<file path="config.mk">
export PLATFORM = sky130hd
export DESIGN_NAME = ready_queue_cpu_scheduler_unit_flat
export DESIGN_NICKNAME = d
export VERILOG_FILES = /design/src/rtl/rqs_pkg.sv /design/src/rtl/rqs_in_if.sv /design/src/rtl/rqs_out_if.sv /design/src/rtl/rqs_queue.sv /design/src/rtl/rqs_cpu_table.sv /design/src/rtl/ready_queue_cpu_scheduler_unit.sv /design/src/flat_wrapper.sv
export SDC_FILE = /design/constraint.sdc
export NUM_CORES = 1
export LEC_CHECK = 0
export BUFFER_PORTS_ARGS = -buffer_cell sky130_fd_sc_hd__clkbuf_2
export CORE_MARGIN = 8
export CORE_UTILIZATION = 57
export CTS_CLUSTER_SIZE = 20
export DETAILED_ROUTE_END_ITERATION = 8
export PLACE_DENSITY_LB_ADDON = 0.3
export SLEW_MARGIN = 20
export SYNTH_ARGS = -nofsm -noshare
export SYNTH_HDL_FRONTEND = slang
export SYNTH_SLANG_ARGS = --single-unit
</file>
<file path="constraint.sdc">
create_clock -name i_clk -period 3.6 [get_ports i_clk]
set_input_delay 0.72 -clock i_clk [delete_from_list [all_inputs] [get_ports i_clk]]
set_output_delay 0.72 -clock i_clk [all_outputs]
set_load 0.01 [all_outputs]
</file>
<file path="src/rtl/rqs_pkg.sv">
// Shared constants, codes and types of the ready queue CPU scheduler.
`timescale 1ns / 1ps

package rqs_pkg;

    localparam int NUM_CPUS    = 16;
    localparam int QUEUE_DEPTH = 64;

    localparam int CPU_W      = $clog2(NUM_CPUS);
    localparam int CNT_W      = $clog2(NUM_CPUS + 1);
    localparam int QA_W       = $clog2(QUEUE_DEPTH);
    localparam int QC_W       = $clog2(QUEUE_DEPTH + 1);
    localparam int OP_W       = 3;
    localparam int CPU_FLD_W  = 4;
    localparam int ID_W       = 6;
    localparam int PRIO_W     = 5;
    localparam int SLICE_W    = 8;
    localparam int ACT_W      = 5;
    localparam int KIND_W     = 2;
    localparam int CFG_IDX_W  = 2;
    localparam int CFG_DATA_W = 8;

    localparam logic [PRIO_W-1:0] PRIO_CAP = PRIO_W'(20);

    localparam logic [CFG_IDX_W-1:0] CFG_PRIO_MODE   = CFG_IDX_W'(0);
    localparam logic [CFG_IDX_W-1:0] CFG_TIME_SLICE  = CFG_IDX_W'(1);
    localparam logic [CFG_IDX_W-1:0] CFG_ACTIVE_CPUS = CFG_IDX_W'(2);

    typedef enum logic [OP_W-1:0] {
        OP_WAKE      = 3'd0,
        OP_PREEMPT   = 3'd1,
        OP_YIELD     = 3'd2,
        OP_TERMINATE = 3'd3,
        OP_IDLE      = 3'd4
    } t_opcode;

    typedef enum logic [KIND_W-1:0] {
        KIND_DISPATCH = 2'd0,
        KIND_IDLE     = 2'd1,
        KIND_PREEMPT  = 2'd2
    } t_kind;

    typedef struct packed {
        logic [ID_W-1:0]   id;
        logic [PRIO_W-1:0] prio;
    } t_q_entry;

    typedef struct packed {
        logic empty;
        logic full;
    } t_q_stat;

    typedef struct packed {
        logic             we;
        logic [CPU_W-1:0] waddr;
        t_q_entry         wdata;
        logic [CPU_W-1:0] raddr;
    } t_tbl_req;

    typedef struct packed {
        t_kind                kind;
        logic [CPU_FLD_W-1:0] cpu;
        logic [ID_W-1:0]      id;
        logic [PRIO_W-1:0]    prio;
        logic [SLICE_W-1:0]   slice;
        logic                 ovf;
    } t_result;

endpackage

</file>
<file path="src/rtl/rqs_in_if.sv">
// Event channel into the scheduler: valid, ready and the event fields.
`timescale 1ns / 1ps

interface rqs_in_if;
    logic       valid;
    logic       ready;
    logic [2:0] opcode;
    logic [3:0] cpu_index;
    logic [5:0] process_id;
    logic [4:0] process_priority;

    modport source (output valid, output opcode, output cpu_index, output process_id,
                    output process_priority, input ready);
    modport sink (input valid, input opcode, input cpu_index, input process_id,
                  input process_priority, output ready);
endinterface

</file>
<file path="src/rtl/rqs_out_if.sv">
// Result channel out of the scheduler: valid, ready and the result fields.
`timescale 1ns / 1ps

interface rqs_out_if;
    logic       valid;
    logic       ready;
    logic [1:0] kind;
    logic [3:0] target_cpu;
    logic [5:0] out_process_id;
    logic [4:0] out_priority;
    logic [7:0] slice_length;
    logic       queue_overflow;

    modport source (output valid, output kind, output target_cpu, output out_process_id,
                    output out_priority, output slice_length, output queue_overflow,
                    input ready);
    modport sink (input valid, input kind, input target_cpu, input out_process_id,
                  input out_priority, input slice_length, input queue_overflow,
                  output ready);
endinterface

</file>
<file path="src/rtl/rqs_queue.sv">
// Ready queue: a FIFO in a synchronous memory with head, tail and fill count.
`timescale 1ns / 1ps

module rqs_queue (
    input  logic              i_clk,
    input  logic              i_rst_n,
    input  logic              i_push,
    input  rqs_pkg::t_q_entry i_push_data,
    input  logic              i_pop,
    output rqs_pkg::t_q_entry o_pop_data,
    output rqs_pkg::t_q_stat  o_stat
);
    import rqs_pkg::*;

    t_q_entry        r_mem [QUEUE_DEPTH];
    t_q_entry        r_rd_data;
    logic [QA_W-1:0] r_head;
    logic [QA_W-1:0] r_tail;
    logic [QC_W-1:0] r_count;

    always_ff @(posedge i_clk) begin
        if (i_push) begin
            r_mem[r_tail] <= i_push_data;
        end
        if (i_pop) begin
            r_rd_data <= r_mem[r_head];
        end
    end

    always_ff @(posedge i_clk) begin
        if (!i_rst_n) begin
            r_head  <= '0;
            r_tail  <= '0;
            r_count <= '0;
        end else begin
            if (i_push) begin
                r_tail <= (r_tail == QA_W'(QUEUE_DEPTH - 1)) ? '0 : r_tail + 1'b1;
            end
            if (i_pop) begin
                r_head <= (r_head == QA_W'(QUEUE_DEPTH - 1)) ? '0 : r_head + 1'b1;
            end
            if (i_push && !i_pop) begin
                r_count <= r_count + 1'b1;
            end else if (i_pop && !i_push) begin
                r_count <= r_count - 1'b1;
            end
        end
    end

    assign o_pop_data   = r_rd_data;
    assign o_stat.empty = (r_count == '0);
    assign o_stat.full  = (r_count == QC_W'(QUEUE_DEPTH));

endmodule

</file>
<file path="src/rtl/rqs_cpu_table.sv">
// Per-CPU table of the running process id and priority in a synchronous memory.
`timescale 1ns / 1ps

module rqs_cpu_table (
    input  logic              i_clk,
    input  rqs_pkg::t_tbl_req i_req,
    output rqs_pkg::t_q_entry o_rd_data
);
    import rqs_pkg::*;

    t_q_entry r_mem [NUM_CPUS];
    t_q_entry r_rd_data;

    always_ff @(posedge i_clk) begin
        if (i_req.we) begin
            r_mem[i_req.waddr] <= i_req.wdata;
        end
        r_rd_data <= r_mem[i_req.raddr];
    end

    assign o_rd_data = r_rd_data;

endmodule

</file>
<file path="src/rtl/ready_queue_cpu_scheduler_unit.sv">
// Top level of the ready queue CPU scheduler: event sequencer, CPU flags and result register.
// A dispatch passes states DISP, POP and RESULT; a preempt of a busy CPU adds PRE_RD first.
// A priority wake-up scan reads one CPU table entry per cycle, over the active CPUs.
// Throughput: one event at a time; the next event is taken once the sequencer is back in idle.
// Synchronous active-low reset empties the queue and clears all busy and parked flags.
`timescale 1ns / 1ps

module ready_queue_cpu_scheduler_unit (
    input  logic                               i_clk,
    input  logic                               i_rst_n,
    input  logic                               i_cfg_we,
    input  logic [rqs_pkg::CFG_IDX_W-1:0]      i_cfg_index,
    input  logic [rqs_pkg::CFG_DATA_W-1:0]     i_cfg_data,
    rqs_in_if.sink                             i_in,
    rqs_out_if.source                          o_out
);
    import rqs_pkg::*;

    typedef enum logic [2:0] {
        ST_IDLE,
        ST_PRE_RD,
        ST_DISP,
        ST_POP,
        ST_SCAN,
        ST_RESULT
    } t_state;

    t_state              r_state, n_state;
    logic [CPU_W-1:0]    r_cpu, n_cpu;
    logic [PRIO_W-1:0]   r_wprio, n_wprio;
    logic                r_ovf, n_ovf;
    logic [CNT_W-1:0]    r_scan, n_scan;
    logic                r_rd_vld, n_rd_vld;
    logic [CPU_W-1:0]    r_rd_idx, n_rd_idx;
    logic [PRIO_W-1:0]   r_worst, n_worst;
    logic [CPU_W-1:0]    r_widx, n_widx;
    logic [NUM_CPUS-1:0] r_busy, n_busy;
    logic [NUM_CPUS-1:0] r_parked, n_parked;
    t_result             r_res, n_res;
    logic                r_out_vld, n_out_vld;
    t_result             r_out, n_out;

    logic                r_prio_mode;
    logic [SLICE_W-1:0]  r_slice;
    logic [ACT_W-1:0]    r_active;

    logic                w_in_acc;
    logic [CPU_W-1:0]    w_in_cpu;
    logic                w_cpu_ok;
    logic [CNT_W-1:0]    w_lim;
    logic [NUM_CPUS-1:0] w_range;
    logic                w_park_hit;
    logic [CPU_W-1:0]    w_park_idx;
    logic                w_any_free;
    logic [PRIO_W-1:0]   w_pprio;

    logic                q_push;
    t_q_entry            q_push_data;
    logic                q_pop;
    t_q_entry            q_pop_data;
    t_q_stat             q_stat;
    t_tbl_req            tbl_req;
    t_q_entry            tbl_rd;

    rqs_queue u_queue (
        .i_clk       (i_clk),
        .i_rst_n     (i_rst_n),
        .i_push      (q_push),
        .i_push_data (q_push_data),
        .i_pop       (q_pop),
        .o_pop_data  (q_pop_data),
        .o_stat      (q_stat)
    );

    rqs_cpu_table u_cpu_table (
        .i_clk     (i_clk),
        .i_req     (tbl_req),
        .o_rd_data (tbl_rd)
    );

    always_ff @(posedge i_clk) begin
        if (!i_rst_n) begin
            r_prio_mode <= 1'b0;
            r_slice     <= '0;
            r_active    <= ACT_W'(1);
        end else if (i_cfg_we) begin
            unique case (i_cfg_index)
                CFG_PRIO_MODE:   r_prio_mode <= i_cfg_data[0];
                CFG_TIME_SLICE:  r_slice     <= i_cfg_data[SLICE_W-1:0];
                CFG_ACTIVE_CPUS: r_active    <= i_cfg_data[ACT_W-1:0];
                default: begin
                end
            endcase
        end
    end

    assign i_in.ready = (r_state == ST_IDLE);
    assign w_in_acc   = i_in.valid && i_in.ready;
    assign w_in_cpu   = CPU_W'(i_in.cpu_index);
    assign w_cpu_ok   = (32'(i_in.cpu_index) < NUM_CPUS);
    assign w_lim      = (32'(r_active) > NUM_CPUS) ? CNT_W'(NUM_CPUS) : CNT_W'(r_active);
    assign w_pprio    = (q_pop_data.prio < PRIO_CAP) ? q_pop_data.prio + 1'b1 : q_pop_data.prio;

    always_comb begin
        w_park_hit = 1'b0;
        w_park_idx = '0;
        for (int i = 0; i < NUM_CPUS; i++) begin
            w_range[i] = (i < 32'(w_lim));
        end
        for (int i = NUM_CPUS - 1; i >= 0; i--) begin
            if (r_parked[i] && w_range[i]) begin
                w_park_hit = 1'b1;
                w_park_idx = CPU_W'(i);
            end
        end
        w_any_free = |(~r_busy & w_range);
    end

    always_comb begin
        n_state   = r_state;
        n_cpu     = r_cpu;
        n_wprio   = r_wprio;
        n_ovf     = r_ovf;
        n_scan    = r_scan;
        n_rd_vld  = r_rd_vld;
        n_rd_idx  = r_rd_idx;
        n_worst   = r_worst;
        n_widx    = r_widx;
        n_busy    = r_busy;
        n_parked  = r_parked;
        n_res     = r_res;
        n_out_vld = r_out_vld && !o_out.ready;
        n_out     = r_out;

        q_push           = 1'b0;
        q_push_data.id   = i_in.process_id;
        q_push_data.prio = i_in.process_priority;
        q_pop            = 1'b0;

        tbl_req.we    = 1'b0;
        tbl_req.waddr = r_cpu;
        tbl_req.wdata = '{id: q_pop_data.id, prio: w_pprio};
        tbl_req.raddr = (r_state == ST_SCAN) ? r_scan[CPU_W-1:0] : w_in_cpu;

        unique case (r_state)
            ST_IDLE: begin
                if (w_in_acc) begin
                    n_cpu   = w_in_cpu;
                    n_wprio = i_in.process_priority;
                    n_ovf   = 1'b0;
                    if (i_in.opcode == OP_WAKE) begin
                        if (q_stat.full) begin
                            n_res     = '0;
                            n_res.ovf = 1'b1;
                            n_state   = ST_RESULT;
                        end else begin
                            q_push = 1'b1;
                            if (w_park_hit) begin
                                n_cpu   = w_park_idx;
                                n_state = ST_DISP;
                            end else if (r_prio_mode && !w_any_free) begin
                                n_scan   = '0;
                                n_rd_vld = 1'b0;
                                n_worst  = '0;
                                n_widx   = '0;
                                n_state  = ST_SCAN;
                            end
                        end
                    end else if (w_cpu_ok) begin
                        priority if (i_in.opcode == OP_PREEMPT) begin
                            n_state = r_busy[w_in_cpu] ? ST_PRE_RD : ST_DISP;
                        end else if (i_in.opcode == OP_YIELD ||
                                     i_in.opcode == OP_TERMINATE) begin
                            n_busy[w_in_cpu] = 1'b0;
                            n_state          = ST_DISP;
                        end else if (i_in.opcode == OP_IDLE) begin
                            if (q_stat.empty) begin
                                n_busy[w_in_cpu]   = 1'b0;
                                n_parked[w_in_cpu] = 1'b1;
                            end else begin
                                n_state = ST_DISP;
                            end
                        end else begin
                        end
                    end
                end
            end
            ST_PRE_RD: begin
                if (q_stat.full) begin
                    n_ovf = 1'b1;
                end else begin
                    q_push      = 1'b1;
                    q_push_data = tbl_rd;
                end
                n_state = ST_DISP;
            end
            ST_DISP: begin
                n_parked[r_cpu] = 1'b0;
                if (q_stat.empty) begin
                    n_busy[r_cpu] = 1'b0;
                    n_res.kind    = KIND_IDLE;
                    n_res.cpu     = CPU_FLD_W'(r_cpu);
                    n_res.id      = '0;
                    n_res.prio    = '0;
                    n_res.slice   = r_slice;
                    n_res.ovf     = r_ovf;
                    n_state       = ST_RESULT;
                end else begin
                    q_pop   = 1'b1;
                    n_state = ST_POP;
                end
            end
            ST_POP: begin
                n_busy[r_cpu] = 1'b1;
                tbl_req.we    = 1'b1;
                n_res.kind    = KIND_DISPATCH;
                n_res.cpu     = CPU_FLD_W'(r_cpu);
                n_res.id      = q_pop_data.id;
                n_res.prio    = w_pprio;
                n_res.slice   = r_slice;
                n_res.ovf     = r_ovf;
                n_state       = ST_RESULT;
            end
            ST_SCAN: begin
                if (r_rd_vld && tbl_rd.prio > r_worst) begin
                    n_worst = tbl_rd.prio;
                    n_widx  = r_rd_idx;
                end
                if (r_scan < w_lim) begin
                    n_rd_vld = 1'b1;
                    n_rd_idx = r_scan[CPU_W-1:0];
                    n_scan   = r_scan + 1'b1;
                end else begin
                    n_rd_vld = 1'b0;
                    if (!r_rd_vld) begin
                        if (r_worst > r_wprio) begin
                            n_res      = '0;
                            n_res.kind = KIND_PREEMPT;
                            n_res.cpu  = CPU_FLD_W'(r_widx);
                            n_state    = ST_RESULT;
                        end else begin
                            n_state = ST_IDLE;
                        end
                    end
                end
            end
            ST_RESULT: begin
                if (!r_out_vld || o_out.ready) begin
                    n_out_vld = 1'b1;
                    n_out     = r_res;
                    n_state   = ST_IDLE;
                end
            end
            default: begin
                n_state = ST_IDLE;
            end
        endcase
    end

    always_ff @(posedge i_clk) begin
        if (!i_rst_n) begin
            r_state   <= ST_IDLE;
            r_rd_vld  <= 1'b0;
            r_busy    <= '0;
            r_parked  <= '0;
            r_out_vld <= 1'b0;
        end else begin
            r_state   <= n_state;
            r_rd_vld  <= n_rd_vld;
            r_busy    <= n_busy;
            r_parked  <= n_parked;
            r_out_vld <= n_out_vld;
        end
        r_cpu    <= n_cpu;
        r_wprio  <= n_wprio;
        r_ovf    <= n_ovf;
        r_scan   <= n_scan;
        r_rd_idx <= n_rd_idx;
        r_worst  <= n_worst;
        r_widx   <= n_widx;
        r_res    <= n_res;
        r_out    <= n_out;
    end

    assign o_out.valid          = r_out_vld;
    assign o_out.kind           = KIND_W'(r_out.kind);
    assign o_out.target_cpu     = r_out.cpu;
    assign o_out.out_process_id = r_out.id;
    assign o_out.out_priority   = r_out.prio;
    assign o_out.slice_length   = r_out.slice;
    assign o_out.queue_overflow = r_out.ovf;

    a_busy_parked_excl: assert property (@(posedge i_clk) disable iff (!i_rst_n)
        (r_busy & r_parked) == '0)
        else $error("A CPU is both busy and parked.");

    a_pop_not_empty: assert property (@(posedge i_clk) disable iff (!i_rst_n)
        q_pop |-> !q_stat.empty && !q_push)
        else $error("Ready queue popped while empty or during a push.");

    a_result_from_seq: assert property (@(posedge i_clk) disable iff (!i_rst_n)
        !r_out_vld ##1 r_out_vld |-> $past(r_state == ST_RESULT))
        else $error("Result register loaded outside the result state.");

endmodule

</file>
<file path="src/flat_wrapper.sv">
// flat-port wrapper written by rule: the top's interface ports become plain ports
module ready_queue_cpu_scheduler_unit_flat import rqs_pkg::*;
  (i_clk, i_rst_n, i_cfg_we, i_cfg_index, i_cfg_data, i_in_valid, i_in_opcode, i_in_cpu_index, i_in_process_id, i_in_process_priority, i_in_ready, o_out_valid, o_out_kind, o_out_target_cpu, o_out_out_process_id, o_out_out_priority, o_out_slice_length, o_out_queue_overflow, o_out_ready);
  rqs_in_if i_in_i ();
  rqs_out_if o_out_i ();
  input  logic i_clk;
  input  logic i_rst_n;
  input  logic i_cfg_we;
  input  logic [rqs_pkg::CFG_IDX_W-1:0] i_cfg_index;
  input  logic [rqs_pkg::CFG_DATA_W-1:0] i_cfg_data;
  input wire logic [$bits(i_in_i.valid)-1:0] i_in_valid;
  input wire logic [$bits(i_in_i.opcode)-1:0] i_in_opcode;
  input wire logic [$bits(i_in_i.cpu_index)-1:0] i_in_cpu_index;
  input wire logic [$bits(i_in_i.process_id)-1:0] i_in_process_id;
  input wire logic [$bits(i_in_i.process_priority)-1:0] i_in_process_priority;
  output wire logic [$bits(i_in_i.ready)-1:0] i_in_ready;
  output wire logic [$bits(o_out_i.valid)-1:0] o_out_valid;
  output wire logic [$bits(o_out_i.kind)-1:0] o_out_kind;
  output wire logic [$bits(o_out_i.target_cpu)-1:0] o_out_target_cpu;
  output wire logic [$bits(o_out_i.out_process_id)-1:0] o_out_out_process_id;
  output wire logic [$bits(o_out_i.out_priority)-1:0] o_out_out_priority;
  output wire logic [$bits(o_out_i.slice_length)-1:0] o_out_slice_length;
  output wire logic [$bits(o_out_i.queue_overflow)-1:0] o_out_queue_overflow;
  input wire logic [$bits(o_out_i.ready)-1:0] o_out_ready;
  assign i_in_i.valid = i_in_valid;
  assign i_in_i.opcode = i_in_opcode;
  assign i_in_i.cpu_index = i_in_cpu_index;
  assign i_in_i.process_id = i_in_process_id;
  assign i_in_i.process_priority = i_in_process_priority;
  assign i_in_ready = i_in_i.ready;
  assign o_out_valid = o_out_i.valid;
  assign o_out_kind = o_out_i.kind;
  assign o_out_target_cpu = o_out_i.target_cpu;
  assign o_out_out_process_id = o_out_i.out_process_id;
  assign o_out_out_priority = o_out_i.out_priority;
  assign o_out_slice_length = o_out_i.slice_length;
  assign o_out_queue_overflow = o_out_i.queue_overflow;
  assign o_out_i.ready = o_out_ready;
  ready_queue_cpu_scheduler_unit u_core (.i_clk(i_clk), .i_rst_n(i_rst_n), .i_cfg_we(i_cfg_we), .i_cfg_index(i_cfg_index), .i_cfg_data(i_cfg_data), .i_in(i_in_i), .o_out(o_out_i));
endmodule
</file>
==> results of run 1 <==
-- layer usage --
layer	global-route usage, %	vias up	wire (µm)
met1	31.35	11700	37440
li1	-	9822	-
met4	7.406	2	3052
met5	0	-	13
met2	39.63	1125	48600
met3	3.500	197	7744
-- flip-flops by register name, summed over array words and instances (netlist names), 6 cells and up --
signal / cells
u_core.u_queue.r_mem: 704
u_core.u_cpu_table.r_mem: 176
u_core.r_res: 26
u_core.r_busy: 16
u_core.r_parked: 16
u_core.u_cpu_table.o_rd_data: 11
u_core.u_queue.o_pop_data: 11
u_core.o_out.slice_length: 8
u_core.r_slice: 8
u_core.u_queue.r_count: 7
u_core.o_out.out_process_id: 6
u_core.u_queue.r_head: 6
u_core.u_queue.r_tail: 6
-- metrics by stage --
stage	setup slack, ps	utilization (%)
after detailed placement	-102.7	60.22
final	424.5	64.77
after floorplan	107.5	-
after CTS	398.6	64.76
after global routing	234.6	64.77
after global placement	-55.44	60.21
-- area by class of cell --
type / instances / area, µm²
sequential: 1052 / 30790
fill: 4878 / 26050
multi-input combinational: 1162 / 10830
clock buffer: 123 / 2703
timing repair buffer: 215 / 1602
tap: 969 / 1212
clock inverter: 70 / 653.1
inverter: 28 / 105.1
-- Yosys cell counts (16+ instances only) --
library cell / n
a21oi_1: 29
a22oi_1: 44
a32oi_1: 16
and2_1: 31
buf_2: 32
clkbuf_1: 70
dfxtp_1: 81
edfxtp_1: 971
ha_1: 24
inv_1: 26
mux2i_1: 56
mux4_2: 224
nand2_1: 223
nand3_1: 48
nand3b_1: 16
nor2_1: 146
nor2b_1: 34
nor3_1: 20
o21ai_0: 42
o221a_2: 17
-- path summary, 6_finish.rpt --
kind / startpoint / to / slack (ps)
worst max-delay path: u_core.u_queue.r_count[2] / u_core.u_queue.r_count[5] / 420
worst min-delay path: i_in_process_priority[2] / u_core.r_wprio[2] / 290
worst max register to register: u_core.u_queue.r_count[2] / u_core.u_queue.r_count[5] / 420
worst min register to register: u_core.r_res[23] / u_core.o_out.target_cpu[3] / 410
-- power by group --
part           total [mW]  internal [mW]  switching, mW
Clock                10.6           6.03           4.55
Sequential           14.5           14.2          0.326
Combinational        5.12           2.17           2.95
-- kinds of logic (layout without fill, tap and decap cells) --
group | count (synthesis) | count (layout) | synth area share (%)
flops | 1052 | 1052 | 72.81
fa+ha+maj | 25 | 25 | 0.7577
compound gates | 237 | 237 | 4.126
mux | 295 | 295 | 13.66
xor+xnor | 19 | 19 | 0.3936
buf+inv | 162 | 436 | 1.746
simple gates | 586 | 586 | 6.508
-- placed cells by master (no fill, tap or decap), types with 11 or more instances in the layout --
cell          n
clkbuf_16   103
mux2_2       14
buf_4       144
clkinv_2     28
o221ai_1     12
inv_1        26
edfxtp_1    971
ha_1         24
clkinv_1     16
clkbuf_1     15
nor2b_1      32
clkbuf_2     60
a32oi_1      16
clkinvlp_4   11
a21oi_1      29
o21ai_0      42
nor3_1       16
nand3b_1     16
nand2_1     223
and2_1       31
and3_1       12
buf_12       11
dfxtp_1      77
o221a_2      17
a22oi_1      44
nand3_1      48
mux4_2      224
mux2i_1      54
nor2_1      146
==> results.sh, run 1 <==
export IMPL_fmax_mhz=314.9
export IMPL_crit_family="simple AND/OR/NAND/NOR gates"
export IMPL_worstSetupStartpointType="flip-flop"
export IMPL_ys_warn_count=0
export IMPL_cts_made_buffers=102
export IMPL_synth_seq_cells=1052
export IMPL_design_area_um2=47890
export IMPL_start_util_pct=57.17
export IMPL_postRouteAntennaNets=0
export IMPL_p_leak_nw=15.68
export IMPL_min_path_type="in -> reg"
export IMPL_setup_tns_ps=0
export IMPL_routed_wl_mm=96.85
export IMPL_hold_violations=0
export IMPL_fp_dieW_um=288.3
export IMPL_grt_pass1_vias=23120
export IMPL_whs_path_depth=1
export IMPL_die_h_um=288.3
export IMPL_synth_area_um2=42270
export IMPL_clockBufferDepth=3
export IMPL_ir_drop_v=0.0005539
export IMPL_drt_iter0_drc=2720
export IMPL_cts_setup_buffers=0
export IMPL_drc=0
export IMPL_placed_cell_area_um2=44530
export IMPL_cts_tree="done"
export IMPL_total_power_mw=30.22
export IMPL_drive_gt1_share_pct=25.43
export IMPL_core_um2=73950
export IMPL_grt_first_pass_wirelength_mm=145.5
export IMPL_period_minus_slack_ps=3176
export IMPL_dieArea_um2=83140
export IMPL_synth_edf_count=971
export IMPL_gp_congestion=0.8951
export IMPL_antenna_found_initial=2
export IMPL_final_period_utilization_pct=88.21
export IMPL_syn_instance_count=2376
export IMPL_worstSkewPairLatency_ps=690
export IMPL_port_buffer_count=60
export IMPL_worstPathRequired_ps=4140
export IMPL_io_pins=61
export IMPL_yosys_most_used_dff="edfxtp_1"
export IMPL_yosysSeqAreaShare_pct=72.81
export IMPL_crit_type="reg -> reg"
export IMPL_vias_per_cell=6.311
export IMPL_cts_hold_fix_buffers=0
export IMPL_cts_root_buf="clkbuf_16"
export IMPL_syn_avg_cell_area_um2=17.79
export IMPL_reg2reg_depth=12
export IMPL_powerDensity_nw_per_um2=631.0
export IMPL_hold_ws_ps=290.1
export IMPL_fin_cells=3619
export IMPL_yosys_area_top_type="edfxtp_1"
export IMPL_clock_sinks=1052
export IMPL_netlist_top_cells_area="edfxtp_1 69%, mux4_2 12%, dfxtp_1 3.8%"
export IMPL_worstPathMaxFanout=4
export IMPL_diodes=0
export IMPL_path_buf_inv=1
export IMPL_nets=2619
export IMPL_wire_per_inst_um=26.76
export IMPL_grt_max_degree=78
export IMPL_ys_async_sr_fraction_pct=0
export IMPL_cpPeakStageDelay_ps=620
export IMPL_grt_total_usage_pct=23.37
export IMPL_yosysUniqueCellTypes=78
export IMPL_overflow=0
export IMPL_finClkSkew_ps=44.50
export IMPL_place_hpwl_mm=59.60
export IMPL_cp_depth=12
export IMPL_fp_row_count=100
export IMPL_cts_resized=0
export IMPL_cp_end_kind="flip-flop"
export IMPL_slew_violations=0
export IMPL_drt_pass1_iter_count=6
export IMPL_cts_reportedPaths_clkPinSlew_ps=60
export IMPL_cpMaxStageDelayCell="or4_1"
export IMPL_syn_nets=2434
export IMPL_tightest_slew_ps=1004
export IMPL_rsz0062_at_grt="false"
export IMPL_h_tree_depth=3
export IMPL_num_vias=22840
export IMPL_cp_data_arrival_time_ps=3720
export IMPL_netlist_area_leader_share_pct=68.97
export IMPL_cp_cell_sequence="or4_1 > nor4b_2 > nor2b_1 > ha_1 > inv_1 > ha_1 > a21o_1 > a21oi_1 > o21bai_1 > a21oi_1 > nor4_1 > a311o_1"
export IMPL_setup_violations=0
export IMPL_outcome="finished, final reports clean"
export IMPL_maxSlewHeadroom_pct=32.90
export IMPL_post_place_cells=3426
export IMPL_syn2layout_area_growth_pct=13.29
export IMPL_drv_cap=0
Note: power is estimated with default switching activity, not from simulation.
==> run 2, diff against run 1 <==
==> constraint.sdc (replaced) <==
create_clock -name i_clk -period 3.6 [get_ports i_clk]
set_input_delay 0.36 -clock i_clk [delete_from_list [all_inputs] [get_ports i_clk]]
set_output_delay 0.36 -clock i_clk [all_outputs]
set_load 0.01 [all_outputs]
==> results.sh, run 2 (same netlist as run 1, synthesis figures left out) <==
export IMPL_port_buffer_count=60
export IMPL_layout_commonest_cell="edfxtp_1"
export IMPL_busiest_layer="met2"
export IMPL_gp_congestion=0.8856
export IMPL_cts_tree="done"
export IMPL_postRouteAntennaNets=0
export IMPL_setup_ws_ps=339.5
export IMPL_cp_data_arrival_time_ps=3810
export IMPL_worstSetupStartpointType="flip-flop"
export IMPL_final_period_utilization_pct=90.57
export IMPL_start_util_pct=57.17
export IMPL_drt_iter0_drc=2306
export IMPL_path_buf_inv=1
export IMPL_io_pins=61
export IMPL_drv_cap=0
export IMPL_hold_ws_ps=100.8
export IMPL_cts_resized=0
export IMPL_antenna_found_initial=1
export IMPL_min_path_type="in -> reg"
export IMPL_wire_per_inst_um=26.44
export IMPL_fp_row_count=100
export IMPL_cp_cell_sequence="or4_1 > nor4b_2 > nor2b_1 > ha_1 > inv_1 > ha_1 > a21o_1 > a21oi_1 > o21bai_1 > a21oi_1 > nor4_1 > a311o_1"
export IMPL_slew_violations=0
export IMPL_cpPeakStageDelay_ps=620
export IMPL_ir_drop_v=0.0007331
export IMPL_setup_tns_ps=0
export IMPL_period_minus_slack_ps=3260
export IMPL_worstPathMaxFanout=6
export IMPL_setup_violations=0
export IMPL_p_leak_nw=15.67
export IMPL_reg_top3="u_core.u_queue.r_mem: 704 flops, u_core.u_cpu_table.r_mem: 176 flops, u_core.r_res: 26 flops"
export IMPL_vias_per_cell=6.289
export IMPL_r2r_end="u_core.u_queue.r_count[5]"
export IMPL_fmax_mhz=306.7
export IMPL_outcome="finished, final reports clean"
export IMPL_total_power_mw=29.92
export IMPL_post_place_cells=3425
export IMPL_cts_setup_buffers=0
export IMPL_fillers=4847
export IMPL_num_vias=22770
export IMPL_cts_made_buffers=101
export IMPL_syn2layout_area_growth_pct=13.23
export IMPL_dieArea_um2=83140
export IMPL_r2r_start="u_core.u_queue.r_count[2]"
export IMPL_cts_reportedPaths_clkPinSlew_ps=60
export IMPL_powerDensity_nw_per_um2=625.1
export IMPL_reg2reg_slack_ps=340
export IMPL_clockBufferDepth=3
export IMPL_maxSlewHeadroom_pct=38.13
export IMPL_worstSkewPairLatency_ps=660
export IMPL_met2_usage_pct=37.99
export IMPL_cts_root_buf="clkbuf_16"
export IMPL_worstPathRequired_ps=4150
export IMPL_reg2reg_depth=12
export IMPL_design_area_um2=47870
export IMPL_rsz0062_at_grt="false"
export IMPL_grtUsageMet3_pct=4.460
export IMPL_drive_gt1_share_pct=24.47
export IMPL_whs_path_depth=4
export IMPL_cpMaxStageDelayCell="or4_1"
export IMPL_largest_register_ffs=704
export IMPL_core_um2=73950
export IMPL_startpoint="u_core.u_queue.r_count[2]"
export IMPL_grt_first_pass_wirelength_mm=142.5
export IMPL_fin_cells=3621
export IMPL_fin_util_pct=64.73
export IMPL_cts_hold_fix_buffers=13
export IMPL_mostFrequentLayoutCells="971 x edfxtp_1, 224 x mux4_2, 223 x nand2_1"
export IMPL_drt_pass1_iter_count=5
export IMPL_tightest_slew_ps=926.2
export IMPL_largest_register="u_core.u_queue.r_mem"
export IMPL_clock_sinks=1052
export IMPL_grt_pass1_vias=22710
export IMPL_die_h_um=288.3
export IMPL_fp_dieW_um=288.3
export IMPL_diodes=0
export IMPL_h_tree_depth=3
export IMPL_placed_cell_area_um2=44500
export IMPL_hp_start="i_cfg_index[1]"
export IMPL_hold_violations=0
export IMPL_nets=2630
export IMPL_grt_total_usage_pct=22.96
export IMPL_crit_family="simple AND/OR/NAND/NOR gates"
export IMPL_routed_wl_mm=95.75
export IMPL_cp_end_kind="flip-flop"
export IMPL_grt_max_degree=77
export IMPL_hold_end="u_core.r_prio_mode"
export IMPL_use_met1_pct=30.84
export IMPL_finClkSkew_ps=33.37
export IMPL_dp_worst_setup_slack_ps=214.9
export IMPL_place_hpwl_mm=58.82
export IMPL_drc=0
export IMPL_overflow=0
export IMPL_crit_type="reg -> reg"
## run 2: cell count changes in the layout (fill, tap and decap cells not counted)
| cell | previous run | this run |
|---|---|---|
| clkbuf_8 | 5 | 4 |
| clkinv_16 | 2 | 1 |
| clkinv_2 | 28 | 16 |
| inv_6 | 4 | 1 |
| dlygate4sd3_1 | 0 | 13 |
| clkinvlp_4 | 11 | 3 |
| buf_12 | 11 | 9 |
| buf_4 | 144 | 145 |
| clkinv_8 | 0 | 1 |
| clkinv_1 | 16 | 17 |
| clkbuf_1 | 15 | 28 |
## run 2: layout make-up
| type | instances | area [µm²] | area share [%] |
|---|---|---|---|
| sequential | 1052 | 30790 | 64.33 |
| multi-input combinational | 1162 | 10830 | 22.61 |
| clock buffer | 135 | 2738 | 5.719 |
| timing repair buffer | 227 | 1699 | 3.550 |
| tap | 969 | 1212 | 2.533 |
| inverter | 28 | 105.1 | 0.2196 |
| clock inverter | 48 | 496.7 | 1.038 |
## run 2: metal layers
layer | wire length, µm | vias up
met5 | 0 | -
li1 | - | 9838
met3 | 7416 | 200
met2 | 47210 | 1080
met4 | 3211 | 0
met1 | 37920 | 11660
## run 2: worst reg2reg max path: stages, from the launching register on
cell	delay, ps
dfxtp_1	320
or4_1	620
nor4b_2	350
nor2b_1	140
ha_1	220
inv_1	190
ha_1	270
a21o_1	170
a21oi_1	230
o21bai_1	100
a21oi_1	190
nor4_1	60
a311o_1	270
## run 2: worst max path at each step
stage,depth (start not counted),endpoint
5_1_grt,12,u_core.u_queue.r_count[5]
3_5_place_dp,13,u_core.u_queue.r_count[5]
2_1_floorplan,14,u_core.u_queue.r_count[5]
6_report,12,u_core.u_queue.r_count[5]
3_3_place_gp,13,u_core.u_queue.r_count[6]
4_1_cts,12,u_core.u_queue.r_count[5]
## run 2: power breakdown
part / internal (mW) / switching [mW]
Sequential: 14.2 / 0.394
Combinational: 2.11 / 2.87
Clock: 5.98 / 4.37
